--- src/design/bfah_pkg.sv ---
package bfah_pkg;

    // filter geometry and key limits
    localparam int FILTER_BITS   = 50;
    localparam int MAX_KEY_BYTES = 32767;

    // fixed field widths of the item and result beats
    localparam int FUNC_W  = 2;
    localparam int BYTE_W  = 7;
    localparam int INDEX_W = 10;

    // internal widths derived from the limits
    localparam int IDX_W  = (FILTER_BITS > 1) ? $clog2(FILTER_BITS) : 1;
    localparam int LEN_W  = $clog2(MAX_KEY_BYTES + 1);
    localparam int BYTE3_W = BYTE_W + 2;
    localparam int SUM_W  = $clog2(MAX_KEY_BYTES * 381 + 1);
    localparam int V_W    = $clog2(MAX_KEY_BYTES * 381 + 3 * MAX_KEY_BYTES + 1);

    // reciprocal of the filter size, exact quotient for any V_W-bit value
    localparam int RECIP_SH = V_W + IDX_W;
    localparam int RECIP_W  = V_W + 1;
    localparam int PROD_W   = V_W + RECIP_W;
    localparam int QUOT_W   = PROD_W - RECIP_SH;
    localparam logic [RECIP_W-1:0] RECIP =
        RECIP_W'(((64'd1 << RECIP_SH) + 64'(FILTER_BITS) - 64'd1) / 64'(FILTER_BITS));

    // key-end queue between front and back
    localparam int QUEUE_DEPTH = 2;
    localparam int QPTR_W = (QUEUE_DEPTH > 1) ? $clog2(QUEUE_DEPTH) : 1;
    localparam int QCNT_W = $clog2(QUEUE_DEPTH + 1);

    // operation codes on the func field
    localparam logic [FUNC_W-1:0] FUNC_INSERT = 2'd0;
    localparam logic [FUNC_W-1:0] FUNC_QUERY  = 2'd1;
    localparam logic [FUNC_W-1:0] FUNC_CLEAR  = 2'd2;

    typedef struct packed {
        logic [FUNC_W-1:0] func;
        logic [BYTE_W-1:0] key_byte;
        logic              last_byte;
    } t_item;

    typedef struct packed {
        logic               present;
        logic [INDEX_W-1:0] first_index;
        logic [INDEX_W-1:0] second_index;
        logic [INDEX_W-1:0] third_index;
        logic               too_long;
    } t_result;

    typedef enum logic [1:0] {
        OP_INSERT,
        OP_QUERY,
        OP_CLEAR
    } t_op;

    // one finished key or clear request
    typedef struct packed {
        t_op              op;
        logic             too_long;
        logic [SUM_W-1:0] sum;
        logic [LEN_W-1:0] len;
    } t_job;

endpackage

--- src/design/bfah_queue.sv ---
module bfah_queue
    import bfah_pkg::*;
(
    input  logic i_clk,
    input  logic i_rst_n,
    input  logic i_push,
    input  t_job i_job,
    input  logic i_pop,
    output logic o_full,
    output logic o_empty,
    output t_job o_job
);

    t_job              r_slot [QUEUE_DEPTH];
    logic [QPTR_W-1:0] r_wr_ptr, r_rd_ptr;
    logic [QCNT_W-1:0] r_count;
    logic              do_push, do_pop;

    assign o_full  = (r_count == QCNT_W'(QUEUE_DEPTH));
    assign o_empty = (r_count == '0);
    assign o_job   = r_slot[r_rd_ptr];
    assign do_push = i_push && !o_full;
    assign do_pop  = i_pop && !o_empty;

    always_ff @(posedge i_clk) begin
        if (do_push) begin
            r_slot[r_wr_ptr] <= i_job;
        end
    end

    always_ff @(posedge i_clk) begin
        if (!i_rst_n) begin
            r_wr_ptr <= '0;
            r_rd_ptr <= '0;
            r_count  <= '0;
        end else begin
            if (do_push) begin
                r_wr_ptr <= (r_wr_ptr == QPTR_W'(QUEUE_DEPTH - 1)) ? '0 : r_wr_ptr + QPTR_W'(1);
            end
            if (do_pop) begin
                r_rd_ptr <= (r_rd_ptr == QPTR_W'(QUEUE_DEPTH - 1)) ? '0 : r_rd_ptr + QPTR_W'(1);
            end
            case ({do_push, do_pop})
                2'b10:   r_count <= r_count + QCNT_W'(1);
                2'b01:   r_count <= r_count - QCNT_W'(1);
                default: r_count <= r_count;
            endcase
        end
    end

endmodule

--- config.mk ---
export PLATFORM = sky130hd
export DESIGN_NAME = bfah_queue
export DESIGN_NICKNAME = d
export VERILOG_FILES = /design/src/design/bfah_pkg.sv /design/src/design/bfah_queue.sv
export SDC_FILE = /design/constraint.sdc
export NUM_CORES = 1
export LEC_CHECK = 0
export BUFFER_PORTS_ARGS = -buffer_cell sky130_fd_sc_hd__buf_2
export CAP_MARGIN = 0
export CELL_PAD_IN_SITES_DETAIL_PLACEMENT = 0
export CELL_PAD_IN_SITES_GLOBAL_PLACEMENT = 2
export CORE_AREA = 2 2 103 105
export CTS_BUF_LIST = sky130_fd_sc_hd__clkbuf_16
export DETAILED_ROUTE_END_ITERATION = 10
export DIE_AREA = 0 0 105 107
export PLACE_DENSITY = 0.83
export SETUP_SLACK_MARGIN = 0.15
export SLEW_MARGIN = 20
export SYNTH_ARGS = -nofsm -noshare
export SYNTH_HDL_FRONTEND = slang
export SYNTH_SLANG_ARGS = --single-unit
--- constraint.sdc ---
create_clock -name i_clk -period 1.95 [get_ports i_clk]
set_input_delay 0.39 -clock i_clk [delete_from_list [all_inputs] [get_ports i_clk]]
set_output_delay 0.39 -clock i_clk [all_outputs]
set_load 0.005 [all_outputs]
== Word-level counts from Yosys, hierarchy flattened ==
Memories as Yosys holds them, arrays and structs flattened. A register that Yosys moved wholly into a read port is not among the register bits.
Cells that the tools add are included.

* Mux-type cells: 7
* Magnitude comparators: 0
* Multiply operators: 0
* Shift-type cells: 0
* Add/subtract/negate cells: 4
* Bitwise logic cells: 0
* Reductions and logical operators: 6
* Div/mod/pow operators: 0
* Equality and inequality tests: 3

{| class="wikitable"
|+ Operators with widths
! kind !! number
|-
| $mux 1 || 6
|-
| $eq 2x2->1 const B || 2
|-
| $pmux 2 s2 || 1
|-
| $add 1x1->1 const B || 2
|-
| $add 2x1->2 const B || 1
|-
| $eq 2x1->1 const B || 1
|-
| $logic_and 1x1->1 || 2
|-
| $logic_not 1->1 || 2
|-
| $logic_not 2->1 || 1
|-
| $reduce_bool 2->1 || 1
|-
| $sub 2x1->2 const B || 1
|}

* Logic and storage cells: 24
* RAM bits: 84
* ROM bits: 0
* Memories: 1
* Bits in latches: 0
* Bits of input ports: 46
* Register bits after elaboration: 4
* Output and inout port bits: 44

{| class="wikitable"
|+ Memory list
! memory !! words !! width !! rd ports !! clocked after Yosys merged registers in !! write ports !! line !! RTL
|-
| r_slot || 2 || 42 || 1 || 1 || 1 || bfah_queue.sv:14 || <nowiki>t_job r_slot [QUEUE_DEPTH];</nowiki>
|}

== Depth between registers and ports, before layout ==
* Depth after elaboration: 5
* Mapped depth: 6
* Depth with buffers taken out: 6

== Least setup slack after synthesis ==
No wires, ideal clock.

* Path type: reg2reg
* Start point: register r_count[0]
* End point: memory r_slot[0][0] (netlist bit) (enable)
* Data arrival time: 1.740 ns
* Setup time: 0.396 ns
* Buffers on the path: 0
* Period minus slack after synthesis: 2.137 ns
* Required time: 1.554 ns
* Path slack: -0.187 ns
* Stages on the path, launching flop included: 5
* Path through: dfxtp_1 > nand2b_2 > inv_2 > or3_1 > inv_1

* Cells in the longest elaborated chain, start to end: 5

{| class="wikitable"
|+ RTL lines
! element !! line !! RTL
|-
| from (decl) || bfah_queue.sv:16 || <nowiki>logic [QCNT_W-1:0] r_count;</nowiki>
|-
| from (signal assigned) || bfah_queue.sv:44 || <nowiki>2'b10: r_count <= r_count + QCNT_W'(1);</nowiki>
|-
| from (signal assigned) || bfah_queue.sv:45 || <nowiki>2'b01: r_count <= r_count - QCNT_W'(1);</nowiki>
|-
| from (signal assigned) || bfah_queue.sv:46 || <nowiki>default: r_count <= r_count;</nowiki>
|-
| $eq 2x2->1 || bfah_queue.sv:19 || <nowiki>assign o_full = (r_count == QCNT_W'(QUEUE_DEPTH));</nowiki>
|-
| net o_full || bfah_queue.sv:9 || <nowiki>output logic o_full,</nowiki>
|-
| $logic_not 1->1 || bfah_queue.sv:22 || <nowiki>assign do_push = i_push && !o_full;</nowiki>
|-
| $logic_and 1x1->1 || bfah_queue.sv:22 ||
|-
| $mux 1 || bfah_queue.sv:26 || <nowiki>if (do_push) begin</nowiki>
|-
| $mux 1 (not written as such) || bfah_queue.sv:27 || <nowiki>r_slot[r_wr_ptr] <= i_job;</nowiki>
|-
| to (decl) || bfah_queue.sv:14 ||
|}

The timed path passes the listed nets, and every way through them passes these cells.

==> results.ini <==
[run_status]
status = completed

[drt]
vias_per_cell = 4.27
num_vias = 1690
drt_iter0_markers = 44
wl_um = 5440
drc_errors = 0
ant_nets = 0
dr.pass1.iters = 4
wl_per_cell_um = 13.7

[clock_tree]
cts_sinks = 89
cts_tree = done
hold_buffers = 0
clkTransAtPathRegs_ns = 0.06
cts_made_buffers = 9
cts_max_path_buffers = 2
root_buffer = clkbuf_16
cts_resized = 5
worstSkewPairLatency_ns = 0.32
post_cts_buffers = 0
htreeDepth = 3

[die]
core_area_um2 = 10100
fp.dieW_um = 105
start_util_pct = 32.3
rows = 37
dieArea_um2 = 11200
ios = 90
die_h_um = 107

[synthesis]
ys_seq_area_share_pct = 80.6
synth_top_area_cell = edfxtp_1
synth.area.top_cells = edfxtp_1 (77%), mux2_2 (15%), dfxtp_1 (3.1%)
yosysTopAreaCellShare_pct = 77.5
postSynth.asyncResetShare_pct = 0
syn_area_um2 = 3260
ys_types = 19
synth-edff-count = 84
ys_warn_count = 0
synth-seq-cells = 89
synthFlopType = edfxtp_1
synth_cells = 157
synth_nets = 204
synth.avg_cell_area_um2 = 20.7

[timing]
hold_violations = 0
slew_violations = 0
timing.hold.ws_ns = 0.251
tightestPinTransition_ns = 0.255
fmax_ghz = 0.566
slew_headroom_pct = 83.0
period_needed_ns = 1.77
rsz0062_at_grt = true
layout_setup_ws_ns = 0.183
period_share_pct = 90.6
fin_skew_ns = 0.00404
final-setup-viol-count = 0
fin_setup_tns_ns = 0

[final_layout]
final_nets = 303
antenna_cells = 0
drive_gt1_share_pct = 58.5
fillers = 946
fin_cells = 396
synthToLayoutAreaGrowth_pct = 28.6

[global_routing]
grt_pass1_vias = 1728
track_usage_pct = 10.0
grt_overflow = 0
grt_pass1_wl_um = 8430
grt_max_degree = 43
antenna_found_initial = 0

[power]
powerDensity_nw_per_um2 = 1270
peakVddDrop_v = 0.000563
p_leak_nw = 1.55
power_mw = 5.30

[worst_setup_path]
worst_ep_arrival_time_ns = 1.38
worst_ep_required_time_ns = 1.56
critical_path.startpoint_type = flip-flop
cpPeakStageDelay_ns = 0.37
cp_max_fo = 24
path_delay_family = flip-flops
worst-setup-path-type = flip-flop to output port
cp_slowest_cell = dfxtp_2
r2r-start = r_count[0]$_SDFFE_PN0P_
path_cells = buf_12 > mux2_2 > buf_2
crit_buf_inv = 2
critPathCaptureType = output port

[placement]
dpl.hpwl_um = 3460
dpl.cell_count = 381
dp_slack_ns = 0.284
port_buffers = 89
gp_congestion = 0.652

[hold_path]
min_from = i_job[32]
hold_path.class = input port to flip-flop

[flow_run]
drv_cap = 0

==> power breakdown <==
| part | total (mW) | switching (mW) | internal [mW] |
|---|---|---|---|
| clock network | 1.46 | 0.623 | 0.834 |
| registers | 2.51 | 0.0878 | 2.42 |
| logic | 1.34 | 0.603 | 0.732 |
| total | 5.30 | 1.31 | 3.98 |
==> layout by cell type (no fill, tap or decap), drive strengths merged, types with 2 or more instances in the layout <==
cell type  synthesis  final
buf                4     93
edfxtp            84     84
mux2              42     42
clkbuf             1      9
clkinv             0      6
dfxtp              5      5
xnor2              3      3
nor2b              2      2
or3                2      2
o21ai              2      2
a21boi             2      2
inv                3      2
==> Yosys cell counts (all sizes together), types with 2 or more instances <==
cell type   n
a21boi      2
buf         4
dfxtp       5
edfxtp     84
inv         3
mux2       42
nor2b       2
o21ai       2
or3         2
xnor2       3
==> state kept, by name (all words and copies together) (netlist names), named ones only <==
register and cells:
r_count 2, r_slot 84, r_wr_ptr 1, r_rd_ptr 1
==> routing by layer <==
layer | up-vias | GRT usage (%) | wire (µm)
li1 | 806 | - | -
met1 | 834 | 11.9 | 2290
met2 | 44 | 16.4 | 2790
met3 | 6 | 3.10 | 274
met4 | 0 | 5.43 | 86
met5 | - | 0 | 0
==> cells by family after synthesis <==
logic type | Yosys count | share of synthesized area (%)
compound gates | 5 | 0.999
simple gates | 9 | 1.65
flops | 89 | 80.6
fa+ha+maj | 1 | 0.384
mux | 42 | 14.5
buf+inv | 8 | 1.08
xor+xnor | 3 | 0.807
==> final timing paths <==
| path | end | slack (ns) | cells past startpoint |
|---|---|---|---|
| min reg2reg | r_wr_ptr$_SDFFE_PN0P_ | 0.50 | 2 |
| min | r_slot[1][32]$_DFFE_PP_ | 0.25 | 1 |
| max | o_job[23] | 0.18 | 3 |
| max reg2reg | r_slot[0][35]$_DFFE_PP_ | 0.28 | 5 |
==> metrics by stage <==
step | instance area, µm² | util [%]
after detailed placement | 3910 | 38.7
after global routing | 4190 | 41.5
after CTS | 4180 | 41.4
after floorplan | 3260 | -
after global placement | 3910 | 38.7
final | 4190 | 41.5
==> layout make-up <==
cell class	count	area (µm²)	share of cell area (%)
sequential	89	2620	62.7
multi-input combinational	60	599	14.3
tap	136	170	4.07
inverter	3	15.0	0.359
clock inverter	6	26.3	0.628
clock buffer	9	225	5.38
timing repair buffer	93	526	12.6
No activity file was read; power rests on OpenSTA's default activity.
