<file path="src/design/bfah_pkg.sv">
package bfah_pkg;

    // filter geometry and key limits
    localparam int FILTER_BITS   = 50;
    localparam int MAX_KEY_BYTES = 32767;

    // fixed field widths of the item and result beats
    localparam int FUNC_W  = 2;
    localparam int BYTE_W  = 7;
    localparam int INDEX_W = 10;

    // internal widths derived from the limits
    localparam int IDX_W  = (FILTER_BITS > 1) ? $clog2(FILTER_BITS) : 1;
    localparam int LEN_W  = $clog2(MAX_KEY_BYTES + 1);
    localparam int BYTE3_W = BYTE_W + 2;
    localparam int SUM_W  = $clog2(MAX_KEY_BYTES * 381 + 1);
    localparam int V_W    = $clog2(MAX_KEY_BYTES * 381 + 3 * MAX_KEY_BYTES + 1);

    // reciprocal of the filter size, exact quotient for any V_W-bit value
    localparam int RECIP_SH = V_W + IDX_W;
    localparam int RECIP_W  = V_W + 1;
    localparam int PROD_W   = V_W + RECIP_W;
    localparam int QUOT_W   = PROD_W - RECIP_SH;
    localparam logic [RECIP_W-1:0] RECIP =
        RECIP_W'(((64'd1 << RECIP_SH) + 64'(FILTER_BITS) - 64'd1) / 64'(FILTER_BITS));

    // key-end queue between front and back
    localparam int QUEUE_DEPTH = 2;
    localparam int QPTR_W = (QUEUE_DEPTH > 1) ? $clog2(QUEUE_DEPTH) : 1;
    localparam int QCNT_W = $clog2(QUEUE_DEPTH + 1);

    // operation codes on the func field
    localparam logic [FUNC_W-1:0] FUNC_INSERT = 2'd0;
    localparam logic [FUNC_W-1:0] FUNC_QUERY  = 2'd1;
    localparam logic [FUNC_W-1:0] FUNC_CLEAR  = 2'd2;

    typedef struct packed {
        logic [FUNC_W-1:0] func;
        logic [BYTE_W-1:0] key_byte;
        logic              last_byte;
    } t_item;

    typedef struct packed {
        logic               present;
        logic [INDEX_W-1:0] first_index;
        logic [INDEX_W-1:0] second_index;
        logic [INDEX_W-1:0] third_index;
        logic               too_long;
    } t_result;

    typedef enum logic [1:0] {
        OP_INSERT,
        OP_QUERY,
        OP_CLEAR
    } t_op;

    // one finished key or clear request
    typedef struct packed {
        t_op              op;
        logic             too_long;
        logic [SUM_W-1:0] sum;
        logic [LEN_W-1:0] len;
    } t_job;

endpackage

</file>
<file path="src/design/bfah_front.sv">
module bfah_front
    import bfah_pkg::*;
(
    input  logic  i_clk,
    input  logic  i_rst_n,
    input  logic  i_accept,
    input  t_item i_item,
    output logic  o_push,
    output t_job  o_job
);

    logic [SUM_W-1:0]   r_sum, n_sum;
    logic [LEN_W-1:0]   r_len, n_len;
    logic               r_ovf, n_ovf;
    logic [BYTE3_W-1:0] byte3;
    logic [SUM_W-1:0]   acc_sum;
    logic [LEN_W-1:0]   acc_len;
    logic               acc_ovf;

    assign byte3 = BYTE3_W'({i_item.key_byte, 1'b0}) + BYTE3_W'(i_item.key_byte);

    // per-byte accumulate, capped at the maximum key length
    always_comb begin
        if (r_len < LEN_W'(MAX_KEY_BYTES)) begin
            acc_sum = r_sum + SUM_W'(byte3);
            acc_len = r_len + LEN_W'(1);
            acc_ovf = r_ovf;
        end else begin
            acc_sum = r_sum;
            acc_len = r_len;
            acc_ovf = 1'b1;
        end
    end

    always_comb begin
        n_sum    = r_sum;
        n_len    = r_len;
        n_ovf    = r_ovf;
        o_push   = 1'b0;
        o_job    = '0;
        o_job.op = OP_INSERT;
        if (i_accept) begin
            case (i_item.func)
                FUNC_CLEAR: begin
                    o_push   = 1'b1;
                    o_job.op = OP_CLEAR;
                    n_sum    = '0;
                    n_len    = '0;
                    n_ovf    = 1'b0;
                end
                FUNC_INSERT, FUNC_QUERY: begin
                    if (i_item.last_byte) begin
                        o_push         = 1'b1;
                        o_job.op       = (i_item.func == FUNC_INSERT) ? OP_INSERT : OP_QUERY;
                        o_job.too_long = acc_ovf;
                        o_job.sum      = acc_sum;
                        o_job.len      = acc_len;
                        n_sum          = '0;
                        n_len          = '0;
                        n_ovf          = 1'b0;
                    end else begin
                        n_sum = acc_sum;
                        n_len = acc_len;
                        n_ovf = acc_ovf;
                    end
                end
                default: begin
                    n_sum = r_sum;
                end
            endcase
        end
    end

    always_ff @(posedge i_clk) begin
        if (!i_rst_n) begin
            r_sum <= '0;
            r_len <= '0;
            r_ovf <= 1'b0;
        end else begin
            r_sum <= n_sum;
            r_len <= n_len;
            r_ovf <= n_ovf;
        end
    end

endmodule

</file>
<file path="config.mk">
export PLATFORM = sky130hd
export DESIGN_NAME = bfah_front
export DESIGN_NICKNAME = d
export VERILOG_FILES = /design/src/design/bfah_pkg.sv /design/src/design/bfah_front.sv
export SDC_FILE = /design/constraint.sdc
export NUM_CORES = 1
export LEC_CHECK = 0
export ABC_AREA = 1
export BUFFER_PORTS_ARGS = -buffer_cell sky130_fd_sc_hd__buf_2
export CAP_MARGIN = 15
export CORE_MARGIN = 2
export CORE_UTILIZATION = 42
export DETAILED_ROUTE_END_ITERATION = 6
export REMOVE_ABC_BUFFERS = 1
export SETUP_SLACK_MARGIN = 0.1
export SYNTH_ARGS = -nofsm -noshare
export SYNTH_HDL_FRONTEND = slang
export SYNTH_SLANG_ARGS = --single-unit
</file>
<file path="constraint.sdc">
create_clock -name i_clk -period 3.3 [get_ports i_clk]
set_clock_uncertainty 0.1 [all_clocks]
set_input_delay 0.33 -clock i_clk [delete_from_list [all_inputs] [get_ports i_clk]]
set_output_delay 0.33 -clock i_clk [all_outputs]
set_load 0.01 [all_outputs]
</file>
## After elaboration in Yosys (flattened, before gate mapping)

Cells that the tools add are included.

- Register bits after elaboration: 40
- Bits of input ports: 13
- Output and inout bits: 43
- Logic and storage cells: 30

- Add/sub/neg operators: 3
- Order comparisons: 1
- Equal/unequal tests: 2
- Muxes and demuxes: 17
- Reductions and logical operators: 4

Operators with widths:

| kind | count |
|---|---|
| 24-bit 2-to-1 mux | 2 |
| 24-bit one-hot mux with 2 select lines | 1 |
| 42-bit 2-to-1 mux | 1 |
| 41-bit 2-to-1 mux | 1 |
| 40-bit 2-to-1 mux | 1 |
| 15-bit 2-to-1 mux | 2 |
| 15-bit one-hot mux with 2 select lines | 1 |
| 24-bit by 9-bit adder with 24-bit output | 1 |
| 15-bit by 1-bit adder with 15-bit output, second input constant | 1 |
| 15-bit less-than comparator, second input constant | 1 |
| 8-bit by 7-bit adder with 9-bit output | 1 |
| 1-bit 2-to-1 mux | 5 |
| 1-bit one-hot mux with 2 select lines | 2 |
| 2-bit one-hot mux with 2 select lines | 1 |
| 2-bit by 1-bit == test with 1-bit output, second input constant | 1 |
| 2-bit == test, second input constant | 1 |
| 2-bit logical NOT | 1 |
| 2-bit AND reduction | 1 |
| 2-bit nonzero test | 1 |
| 2-bit OR reduction | 1 |

## Logic depth before layout (Yosys ltp)

- Depth in word-level cells: 6
- Depth in mapped cells: 14
- Gate-level depth less buffers: 14

## Least setup slack after synthesis

OpenSTA, ideal clock, no wires.

- Path kind: input to output
- Start point: input i_item[1] in the netlist's numbering
- End point: output o_job[28] in the netlist's numbering
- Arrival: 2314 ps
- Required time: 2870 ps
- Path slack: 556 ps
- Cell stages on the path: 12
- Path through: fa_1 -> ha_1 -> inv_1 -> fa_1 -> inv_1 -> nand3_1 -> nand3_1 -> nand3_1 -> nand2_1 -> nand2_1 -> xnor2_1 -> and2_1

RTL lines:

| what | RTL line | RTL |
|---|---|---|
| start, declared | bfah_front.sv:7 | `input t_item i_item,` |
| end, declared | bfah_front.sv:9 | `output t_job o_job` |

==> reports/qor.yml <==
arrival_ps: 2690
status: "finished, final reports clean"
yosysSeqAreaShare_pct: 23.9
start_kind: "flip-flop"
setup_slack_ps: 184
dp_slack_ps: 151
yosysUniqueCellTypes: 36
cts.path.max_buffers: 2
coreArea_um2: 7730
ir_worst_vdd_uv: 152
slew_viol_final: 0
worstHoldPathType: "flip-flop to flip-flop"
detail_route.wl_per_cell_um: 12.4
die_w_um: 93.3
tightest_slew_ps: 496
cts_sinks: 40
ys_ff_latch: 40
overflow: 0
worstPathRequired_ps: 2870
worst_skew_pair.late_latency_ps: 300
cp-startpoint: "r_sum[1]$_SDFFE_PN0P_"
timing.critical_path.to: "o_job[28]"
power.density_nw_per_um2: 288
cts_tree: "done"
diodes: 0
start_util_pct: 43.3
cts-root-buf: "clkbuf_8"
rr_worst_depth: 13
relSlewSlack_pct: 66.9
final_nets: 619
dp_hpwl_mm: 6.13
place_inst: 680
hold_buffers: 0
dieArea_um2: 8700
vias: 3408
drtPass1Iterations: 4
crit_family: "adder cells"
io_pins: 56
netlist_area_um2: 3350
r2r_slack_ps: 820
syn_to_final_growth_pct: 16.2
wl_mm: 8.54
port_buffers: 55
via_per_inst: 4.93
rr_endpoint: "r_sum[13]$_SDFFE_PN0P_"
p_total_mw: 1.12
fin_crit_ps: 3120
cp.depth: 13
drive_gt1_share_pct: 18.3
setup_viol: 0
layoutNonFillerInstCount: 691
cp_slowest_stage_delay_ps: 480
post-route-period-util_pct: 94.4
drc: 0
crit_type: "flip-flop to output port"
die_y_um: 93.3
worstPathCellList: "fa_1 -> ha_2 -> inv_1 -> fa_2 -> inv_2 -> nand3_2 -> nand3_4 -> nand3_2 -> nand2_4 -> nand2_1 -> xnor2_1 -> and2_1 -> buf_2"
end_kind: "output port"
grt_pass1_wl_mm: 14.7
clk_pin_slew_ps: 80
max_freq_ghz: 0.321
leakagePower_nw: 1.83
grt_usage_pct: 20.9
grt_max_degree: 41
antenna_found_initial: 0
synth_area_per_cell_um2: 6.23
place_congestion: 0.850
drtIter0Drc: 84
crit_buf_inv: 3
num_rows: 32
tns_ps: 0
grt_pass1_vias: 3283
crit_top_cell: "nand3_2"
crit_slowest_cell: "fa_1"
finalHoldViolCount: 0
rsz0062_at_grt: "yes"
numCtsBuffers: 5
synth_warnings: 0
ant_nets: 0
synthesis.instances: 537
timing.rr.start: "r_sum[1]$_SDFFE_PN0P_"
drv_cap: 0
worstPathMaxFanout: 5
htreeDepth: 2
cell type report:
| cell class | instances | area (um^2) |
|---|---|---|
| fill | 813 | 3840 |
| multi-input combinational | 416 | 2290 |
| sequential | 40 | 802 |
| timing repair buffer | 63 | 335 |
| inverter | 62 | 233 |
| tap | 102 | 128 |
| clock buffer | 6 | 82.6 |
| clock inverter | 2 | 15.0 |
sequential cells by signal (all words and copies together), names as in the netlist:
register / count
r_len: 15
r_ovf: 1
r_sum: 24
cell usage after synthesis (all sizes together):
master	n	area share [%]
and2	3	0.56
nand3b	6	1.3
clkbuf	10	1.1
a21oi	57	8.9
nand4	11	3.0
inv	61	6.8
o21ai	9	1.5
xor2	10	2.6
buf	9	1.7
fa	7	4.2
dfxtp	40	24
nor3	13	2.3
nand3	34	5.6
or2	3	0.56
nand2	179	21
nor2	63	8.9
xnor2	5	1.3
a211oi	1	0.22
a21boi	1	0.22
ha	11	4.1
clkinv	1	0.11
o22ai	3	0.56
worst reg2reg max path: stages (launching register included):
cell,delay [ps]
dfxtp_2,330
fa_1,480
ha_2,190
inv_1,70
fa_2,380
inv_2,80
nand3_2,80
nand3_4,90
nand3_2,80
nand2_4,100
nand2_1,60
xnor2_1,190
nand2_1,70
a21oi_1,120
where the power goes:
group,internal [mW],leakage [nW],switching [mW],total (mW)
clock,0.170,0.0434,0.189,0.359
sequential,0.488,0.323,0.00478,0.493
combinational,0.0994,1.46,0.168,0.267
per-stage QoR:
| stage | utilization (%) | hold slack (ps) | area [um^2] |
|---|---|---|---|
| 3_5_place_dp | 47.8 | 376 | 3690 |
| 2_1_floorplan | - | 354 | 3250 |
| 5_1_grt | 50.3 | 402 | 3890 |
| 6_report | 50.3 | 385 | 3890 |
| 3_3_place_gp | 47.8 | 365 | 3690 |
| 4_1_cts | 49.2 | 389 | 3800 |
metal layers:
metal,share of wire [%],up-vias,global-route usage (%),wire [um]
li1,-,1810,-,-
met1,45,1537,26.2,3860
met2,50,57,38.4,4290
met3,4.0,4,2.98,338
met4,0.64,0,3.68,55
met5,0,-,0,0
kinds of logic (layout without fill, tap and decap cells):
family | after synthesis | in the layout | synth area share, %
buf+inv | 81 | 133 | 9.80
compound gates | 71 | 71 | 11.3
flops | 40 | 40 | 23.9
simple gates | 312 | 312 | 42.7
fa+ha+maj | 18 | 18 | 8.30
xor+xnor | 15 | 15 | 3.93
worst min-delay path by stage:
stage	from	to	depth (start not counted)
after floorplan	r_ovf$_SDFFE_PN0P_	r_ovf$_SDFFE_PN0P_	2
after global placement	r_ovf$_SDFFE_PN0P_	r_ovf$_SDFFE_PN0P_	2
after detailed placement	r_ovf$_SDFFE_PN0P_	r_ovf$_SDFFE_PN0P_	2
after CTS	r_ovf$_SDFFE_PN0P_	r_ovf$_SDFFE_PN0P_	2
after global routing	r_ovf$_SDFFE_PN0P_	r_ovf$_SDFFE_PN0P_	2
final	r_ovf$_SDFFE_PN0P_	r_ovf$_SDFFE_PN0P_	2
layout by cell type, fill, tap and decap left out, types with 3 or more instances in the layout:
master and count:
and2_1 3, nand3b_1 6, xor2_1 10, o21ai_0 8, o22ai_1 3, nand2_1 172
dfxtp_1 39, inv_1 59, nand2_2 5, nor2_1 56, nor3_1 12, buf_4 8
fa_1 6, nand3_1 27, nor2_4 3, a21oi_2 4, a21oi_1 53, ha_1 8
clkbuf_8 6, xnor2_1 4, buf_2 55, nand4_1 9, nand3_2 5
what timing repair did:
item / 4_1_cts / 5_1_grt
resized for setup: 3 / 15
setup buffers: 0 / 3
pin swaps: 0 / 7
endpoints found under the setup margin: 6 / 16
Note: power is estimated with default switching activity, not from simulation.
