$ cat src/design/bfah_pkg.sv
package bfah_pkg;

    // filter geometry and key limits
    localparam int FILTER_BITS   = 50;
    localparam int MAX_KEY_BYTES = 32767;

    // fixed field widths of the item and result beats
    localparam int FUNC_W  = 2;
    localparam int BYTE_W  = 7;
    localparam int INDEX_W = 10;

    // internal widths derived from the limits
    localparam int IDX_W  = (FILTER_BITS > 1) ? $clog2(FILTER_BITS) : 1;
    localparam int LEN_W  = $clog2(MAX_KEY_BYTES + 1);
    localparam int BYTE3_W = BYTE_W + 2;
    localparam int SUM_W  = $clog2(MAX_KEY_BYTES * 381 + 1);
    localparam int V_W    = $clog2(MAX_KEY_BYTES * 381 + 3 * MAX_KEY_BYTES + 1);

    // reciprocal of the filter size, exact quotient for any V_W-bit value
    localparam int RECIP_SH = V_W + IDX_W;
    localparam int RECIP_W  = V_W + 1;
    localparam int PROD_W   = V_W + RECIP_W;
    localparam int QUOT_W   = PROD_W - RECIP_SH;
    localparam logic [RECIP_W-1:0] RECIP =
        RECIP_W'(((64'd1 << RECIP_SH) + 64'(FILTER_BITS) - 64'd1) / 64'(FILTER_BITS));

    // key-end queue between front and back
    localparam int QUEUE_DEPTH = 2;
    localparam int QPTR_W = (QUEUE_DEPTH > 1) ? $clog2(QUEUE_DEPTH) : 1;
    localparam int QCNT_W = $clog2(QUEUE_DEPTH + 1);

    // operation codes on the func field
    localparam logic [FUNC_W-1:0] FUNC_INSERT = 2'd0;
    localparam logic [FUNC_W-1:0] FUNC_QUERY  = 2'd1;
    localparam logic [FUNC_W-1:0] FUNC_CLEAR  = 2'd2;

    typedef struct packed {
        logic [FUNC_W-1:0] func;
        logic [BYTE_W-1:0] key_byte;
        logic              last_byte;
    } t_item;

    typedef struct packed {
        logic               present;
        logic [INDEX_W-1:0] first_index;
        logic [INDEX_W-1:0] second_index;
        logic [INDEX_W-1:0] third_index;
        logic               too_long;
    } t_result;

    typedef enum logic [1:0] {
        OP_INSERT,
        OP_QUERY,
        OP_CLEAR
    } t_op;

    // one finished key or clear request
    typedef struct packed {
        t_op              op;
        logic             too_long;
        logic [SUM_W-1:0] sum;
        logic [LEN_W-1:0] len;
    } t_job;

endpackage

$ cat src/design/bfah_back.sv
module bfah_back
    import bfah_pkg::*;
(
    input  logic    i_clk,
    input  logic    i_rst_n,
    input  logic    i_empty,
    input  t_job    i_job,
    output logic    o_pop,
    output logic    o_strobe,
    output t_result o_result
);

    typedef enum logic [3:0] {
        ST_IDLE = 4'b0001,
        ST_DIV  = 4'b0010,
        ST_REM  = 4'b0100,
        ST_MEM  = 4'b1000
    } t_state;

    t_state             r_state;
    t_op                r_op;
    logic [V_W-1:0]     r_v   [3];
    logic [QUOT_W-1:0]  r_q   [3];
    logic [INDEX_W-1:0] r_rem [3];
    logic [1:0]         r_step;
    logic               r_hit;
    logic               r_mem [FILTER_BITS];
    logic [FILTER_BITS-1:0] r_valid;
    logic               r_rd_bit, r_rd_valid;
    logic               r_strobe;
    t_result            r_result;

    logic [V_W-1:0]     len_x1, len_x2, len_x3, sum_v;
    logic [PROD_W-1:0]  prod     [3];
    logic [V_W-1:0]     rem_full [3];
    logic [1:0]         sel;
    logic [IDX_W-1:0]   addr;
    logic               mem_access, mem_we, rd_hit;

    assign o_pop  = (r_state == ST_IDLE) && !i_empty;
    assign sum_v  = V_W'(i_job.sum);
    assign len_x1 = V_W'(i_job.len);
    assign len_x2 = {len_x1[V_W-2:0], 1'b0};
    assign len_x3 = len_x2 + len_x1;

    // quotient by reciprocal multiply, then remainder by subtracting back
    always_comb begin
        for (int k = 0; k < 3; k++) begin
            prod[k]     = PROD_W'(r_v[k]) * PROD_W'(RECIP);
            rem_full[k] = r_v[k] - V_W'(r_q[k]) * V_W'(FILTER_BITS);
        end
    end

    assign sel        = (r_step == 2'd3) ? 2'd2 : r_step;
    assign addr       = r_rem[sel][IDX_W-1:0];
    assign mem_access = (r_state == ST_MEM) && (r_step != 2'd3);
    assign mem_we     = mem_access && (r_op == OP_INSERT);
    assign rd_hit     = r_rd_bit && r_rd_valid;

    always_ff @(posedge i_clk) begin
        if (mem_we) begin
            r_mem[addr] <= 1'b1;
        end
        r_rd_bit   <= r_mem[addr];
        r_rd_valid <= r_valid[addr];
    end

    always_ff @(posedge i_clk) begin
        if (!i_rst_n) begin
            r_state  <= ST_IDLE;
            r_valid  <= '0;
            r_strobe <= 1'b0;
            r_op     <= OP_INSERT;
            r_step   <= '0;
            r_hit    <= 1'b0;
        end else begin
            r_strobe <= 1'b0;
            case (r_state)
                ST_IDLE: begin
                    if (!i_empty) begin
                        r_op <= i_job.op;
                        if (i_job.op == OP_CLEAR) begin
                            r_valid  <= '0;
                            r_strobe <= 1'b1;
                            r_result <= '0;
                        end else if (i_job.too_long) begin
                            r_strobe <= 1'b1;
                            r_result <= '{present: 1'b0, first_index: '0, second_index: '0,
                                          third_index: '0, too_long: 1'b1};
                        end else begin
                            r_v[0]  <= sum_v + len_x1;
                            r_v[1]  <= sum_v + len_x2;
                            r_v[2]  <= sum_v + len_x3;
                            r_state <= ST_DIV;
                        end
                    end
                end
                ST_DIV: begin
                    for (int k = 0; k < 3; k++) begin
                        r_q[k] <= prod[k][PROD_W-1:RECIP_SH];
                    end
                    r_state <= ST_REM;
                end
                ST_REM: begin
                    for (int k = 0; k < 3; k++) begin
                        r_rem[k] <= rem_full[k][INDEX_W-1:0];
                    end
                    r_step  <= '0;
                    r_hit   <= 1'b1;
                    r_state <= ST_MEM;
                end
                ST_MEM: begin
                    if (mem_we) begin
                        r_valid[addr] <= 1'b1;
                    end
                    if (r_step != 2'd0) begin
                        r_hit <= r_hit && rd_hit;
                    end
                    r_step <= r_step + 2'd1;
                    if (r_step == 2'd3) begin
                        r_strobe              <= 1'b1;
                        r_result.present      <= (r_op == OP_QUERY) && r_hit && rd_hit;
                        r_result.first_index  <= r_rem[0];
                        r_result.second_index <= r_rem[1];
                        r_result.third_index  <= r_rem[2];
                        r_result.too_long     <= 1'b0;
                        r_state               <= ST_IDLE;
                    end
                end
                default: begin
                    r_state <= ST_IDLE;
                end
            endcase
        end
    end

    assign o_strobe = r_strobe;
    assign o_result = r_result;

endmodule
$ cat config.mk
export PLATFORM = sky130hd
export DESIGN_NAME = bfah_back
export DESIGN_NICKNAME = d
export VERILOG_FILES = /design/src/design/bfah_pkg.sv /design/src/design/bfah_back.sv
export SDC_FILE = /design/constraint.sdc
export NUM_CORES = 2
export LEC_CHECK = 0
export ABC_AREA = 1
export ABC_CLOCK_PERIOD_IN_PS = 6100
export BUFFER_PORTS_ARGS = -buffer_cell sky130_fd_sc_hd__buf_2
export CORE_MARGIN = 4
export CORE_UTILIZATION = 55
export DETAILED_ROUTE_END_ITERATION = 12
export GPL_TIMING_DRIVEN = 0
export PLACE_DENSITY = 0.74
export SLEW_MARGIN = 20
export SYNTH_ARGS = -nofsm -noshare
export SYNTH_HDL_FRONTEND = slang
export SYNTH_SLANG_ARGS = --single-unit
$ cat constraint.sdc
create_clock -name i_clk -period 6.1 [get_ports i_clk]
set_input_delay 0.61 -clock i_clk [delete_from_list [all_inputs] [get_ports i_clk]]
set_output_delay 0.61 -clock i_clk [all_outputs]
set_load 0.05 [all_outputs]
# Word level (Yosys, flattened, before mapping)
# Memory sizes are Yosys's and may differ from the RTL's.
# Index checks and enable logic that the tools add are counted.
# totals
ff_bits,94
ramBits,159
in_bits,45
output_inout_bits,34
n_memories,3
# op_classes
add_sub_neg,8
n_mul,6
order_cmp,2
eq_ne,16
n_mux,39
n_bitwise,2
reduce_logical,18
# memory_table
name,depth,word_bits,read_ports,rd_clocked_by_memory_dff,wr,line_no,rtl
r_v,3,24,3,0,3,bfah_back.sv:22,logic [V_W-1:0] r_v [3];
r_q,3,19,3,0,3,bfah_back.sv:23,logic [QUOT_W-1:0] r_q [3];
r_rem,3,10,4,0,3,bfah_back.sv:24,logic [INDEX_W-1:0] r_rem [3];
# ops
operator,count
2-to-1 mux 50 bit,3
multiplier 24 x 25 -> 49 bit (second input constant),3
2-to-1 mux 32 bit,4
one-hot mux 50 bit (2 select lines),1
one-hot mux 32 bit (2 select lines),1
multiplier 19 x 5 -> 9 bit (second input constant),3
bitwise OR 50 bit,1
subtractor 10 bit,3
adder 24 x 15 -> 24 bit,1
adder 24 x 16 -> 24 bit,1
adder 24 x 17 -> 24 bit,1
2-to-1 mux 1 bit,19
adder 16 x 15 -> 17 bit,1
2-to-1 mux 4 bit,4
one-hot mux 4 bit (4 select lines),1
!= test 2 bit (second input constant),5
logical AND 1 bit,8
AND reduction 4 bit,2
less-than comparator 6 x 7 -> 1 bit (second input constant),1
binary-select mux 1 bit (select 6 bit),1
demux 1 bit (select 6 bit),1
greater-or-equal comparator 6 x 1 -> 1 bit (second input constant),1
!= test 2 x 1 -> 1 bit (second input constant),3
nonzero test 2 bit,3
other kinds (16),19

# Longest topological paths before layout
# An unclocked memory read counts as a cell.
# depth
ltp_word,10
depth_mapped,25
mapped_depth_nobuf,25

# Least setup slack after synthesis
# OpenSTA, ideal clock, no wires.
# synth_path
path_kind,reg2reg
startpoint,register r_state[2]
endpoint,"memory r_v[0][10] (netlist name), enable pin"
arrival_ns,6.460
setup_slack_ns,-0.948
stages_incl_launch_ff,6
synth_period_minus_slack_ns,7.048
cell_sequence,dfxtp_1 nor2_1 nand3_1 nor2_1 inv_1 nor3_1
# synth_rtl
element,line_no,rtl
start: declaration,bfah_back.sv:20,t_state r_state;
start signal: assignment,bfah_back.sv:70,r_state <= ST_IDLE;
start signal: assignment,bfah_back.sv:94,r_state <= ST_DIV;
start signal: assignment,bfah_back.sv:102,r_state <= ST_REM;
end: declaration,bfah_back.sv:22,

==> out/qor.csv <==
metric,value,unit
Synthesized Nets,5819,
clock latency on the worst-skew pair,580,ps
Post-Synthesis Cell Area,0.03985,mm2
fin crit period,6011,ps
# IOs,79,
Slew HR,41.90,%
row cnt,98,
total CTS buffers,26,
initial antenna violation count,5,
hold endpoint,r_op[0],
Vias/cell,5.273,
Unique masters post-synth,51,
Hold Fails Final Rpt,0,
RD Place Congestion,0.9720,
Synth Register Bits,219,
Synth async-reset ratio,0,%
required time of the critical path,6420,ps
vias in the first global route,30800,
register area,0.005966,mm2
Post-synth top flop,edfxtp_1,
Crit Path Class,flop to flop,
Worst-path clk slew,70,ps
Tightest Hold Check Type,input pin to flop,
Hold Startpoint,i_job[40],
"Largest stage delay, worst path",570,ps
r2r worst-path depth,19,
height of the die,277.2,um
DIE AREA,0.07683,mm2
Synth area leaders,"fa_1 (30%), ha_1 (22%), edfxtp_1 (12%)",
first-pass GRT wire length,160.9,mm
TritonCTS clock tree,built,
DRT Pass-1 Iters,5,
synth warn,0,
Final Max Tran Viols,0,
drt total wl,101.1,mm
I/O Buffers,77,
most numerous cell in the Yosys netlist,inv_1,
clock buffer depth,3,
Tightest Pin Transition,864.9,ps
"most used cell, CP",fa_1,
CTS root buf,clkbuf_16,
DRC Markers,0,
Critical Path End Type,flop,
Mean Syn Cell Area,8.907,um2
R2R Setup Slk,90,ps
Commonest cells post-synth,"inv_1 (1188), ha_1 (712), nand2_1 (643)",
Area Overhead vs Synth,9.925,%
ratio of cells with drive above 1 in the final layout,8.296,%
Post-DP HPWL,85.61,mm
H-tree depth,1,
R2R Path End,r_q[0][7],
Peak Freq,166.4,MHz
post-synth top area share,29.54,%
top cell type by total area after synthesis,fa_1,
Setup TNS,0,ps
Final Skew,14.09,ps
Initial Util,55.65,%
max_cap viols,0,
GRT overflow,0,
"Seq/Total Area, Yosys",14.97,%
setup violators final,0,
Filler cells,6115,
footprint of the multi-input gates,0.02960,mm2
DIE WIDTH,277.2,um
slowest CP cell,fa_2,
Post-DRT Antenna Nets,0,
Place WS,-364.0,ps
Routed WL per cell,17.80,um
Final nets,6050,
largest fanout on the critical path,4,
"EDFF count, synth",158,
period utilization,98.54,%
core area,0.07161,mm2
status,completed,
worst-path cell chain,fa_2 -> fa_1 -> inv_1 -> fa_1 -> inv_1 -> fa_1 -> fa_1 -> fa_1 -> inv_1 -> fa_1 -> inv_1 -> ha_4 -> nand2_1 -> nor2_1 -> nand3_1 -> nor4_1 -> nand2_1 -> nand3_1 -> nand2_1,
WP data arrival,6330,ps
CTS Sinks,219,
Mapped Cells,4474,
total track usage,26.37,%
slack of the critical path,88.98,ps
drt initial violations,2109,
Reg2Reg Launch Point,r_v[0][7],
Post-CTS Hold Fix Bufs,0,
crit start category,flop,
largest net degree at the start of global routing,27,
Via Count,29940,
Cells on Worst Hold Path,3,
RSZ-0062 raised after global routing,yes,
## stage by stage
step           cell area (um2)  util, %  std cells  hold WS (ps)
2_1_floorplan            39860        -       4474         430.1
6_report                 43810    61.17       5678         300.0
3_5_place_dp             41590    58.07       5508         439.7
3_3_place_gp             41430    57.86       5501         437.2
4_1_cts                  42930    59.95       5605         270.1
5_1_grt                  43800    61.16       5675         294.8
## kinds of logic after synthesis
group           after synthesis  synth area share, %
fa+ha+maj                  1300                51.89
buf+inv                    1216                11.58
simple gates               1146                11.95
compound gates              445                6.355
flops                       219                14.97
xor+xnor                    148                3.253
## routing by layer
| metal | wire, um | GRT usage (%) | part of all wire, % | vias to the layer above |
|---|---|---|---|---|
| li1 | - | - | - | 14390 |
| met1 | 43840 | 36.30 | 43 | 14420 |
| met2 | 45640 | 42.08 | 45 | 965 |
| met3 | 8610 | 6.340 | 8.5 | 162 |
| met4 | 2894 | 7.054 | 2.9 | 6 |
| met5 | 75 | 0.3752 | 0.074 | - |
## critical path: cells and delay by family (launching register included)
kind,cells,cell delay (ps)
fa+ha+maj,8,4010
simple gates,7,940
flops,1,520
buf+inv,4,260
## flip-flops by register name (all words and copies together), names as in the netlist
register	flops
r_v	71
r_valid	50
o_result	31
r_rem	29
r_q	27
r_state	4
r_op	2
r_step	2
o_strobe	1
r_hit	1
r_rd_valid	1
## placed cells by master (no fill, tap or decap), types with 7 or more instances in the layout
cell type and instances:
a21boi_0 7, a21o_1 27, a21oi_1 223, a21oi_2 13, a31oi_1 8, buf_2 88
buf_4 114, buf_6 10, bufinv_16 7, clkbuf_16 26, dfxtp_1 61, edfxtp_1 158
fa_1 579, fa_2 9, ha_1 699, ha_2 9, inv_1 1184, inv_2 7
nand2_1 638, nand2_2 9, nand3_1 136, nand3b_1 7, nand4_1 17, nor2_1 237
nor2_2 22, nor2_4 8, nor3_1 29, nor4_1 8, o211ai_1 15, o21ai_0 89
o21ai_1 8, o21bai_1 18, or2_2 16, xnor2_1 58, xor2_1 90
## worst max path at each step
stage,slack [ps],depth (start not counted),start,end
after floorplan,390,20,r_v[0][7],r_q[0][8]
after global placement,-400,20,r_v[0][7],r_q[0][8]
after detailed placement,-360,20,r_v[0][7],r_q[0][8]
after CTS,6,19,r_v[0][50],r_q[0][38]
after global routing,-70,25,r_v[0][12],r_q[0][8]
final,90,19,r_v[0][7],r_q[0][7]
## repair_timing
| action | 4_1_cts | 5_1_grt |
|---|---|---|
| endpoints found under the setup margin | 27 | 27 |
| setup buffers | 49 | 70 |
| pin swaps | 0 | 12 |
| gates resized for setup | 2 | 94 |
## area by class of cell
| cell class | instances | share of cell area [%] |
|---|---|---|
| plain buffers | 22 | 0.3056 |
| inverters | 1194 | 10.25 |
| diodes | 3 | 0.01714 |
| repair buffers | 203 | 3.328 |
| multi-input cells | 3039 | 67.58 |
| clock buffers | 28 | 1.502 |
| flip-flops and latches | 219 | 13.62 |
| clock inverters | 20 | 0.6912 |
| well taps | 950 | 2.713 |
Power is not shown: default switching activity piles up to over one toggle a cycle in this logic, so the estimate is an artifact.
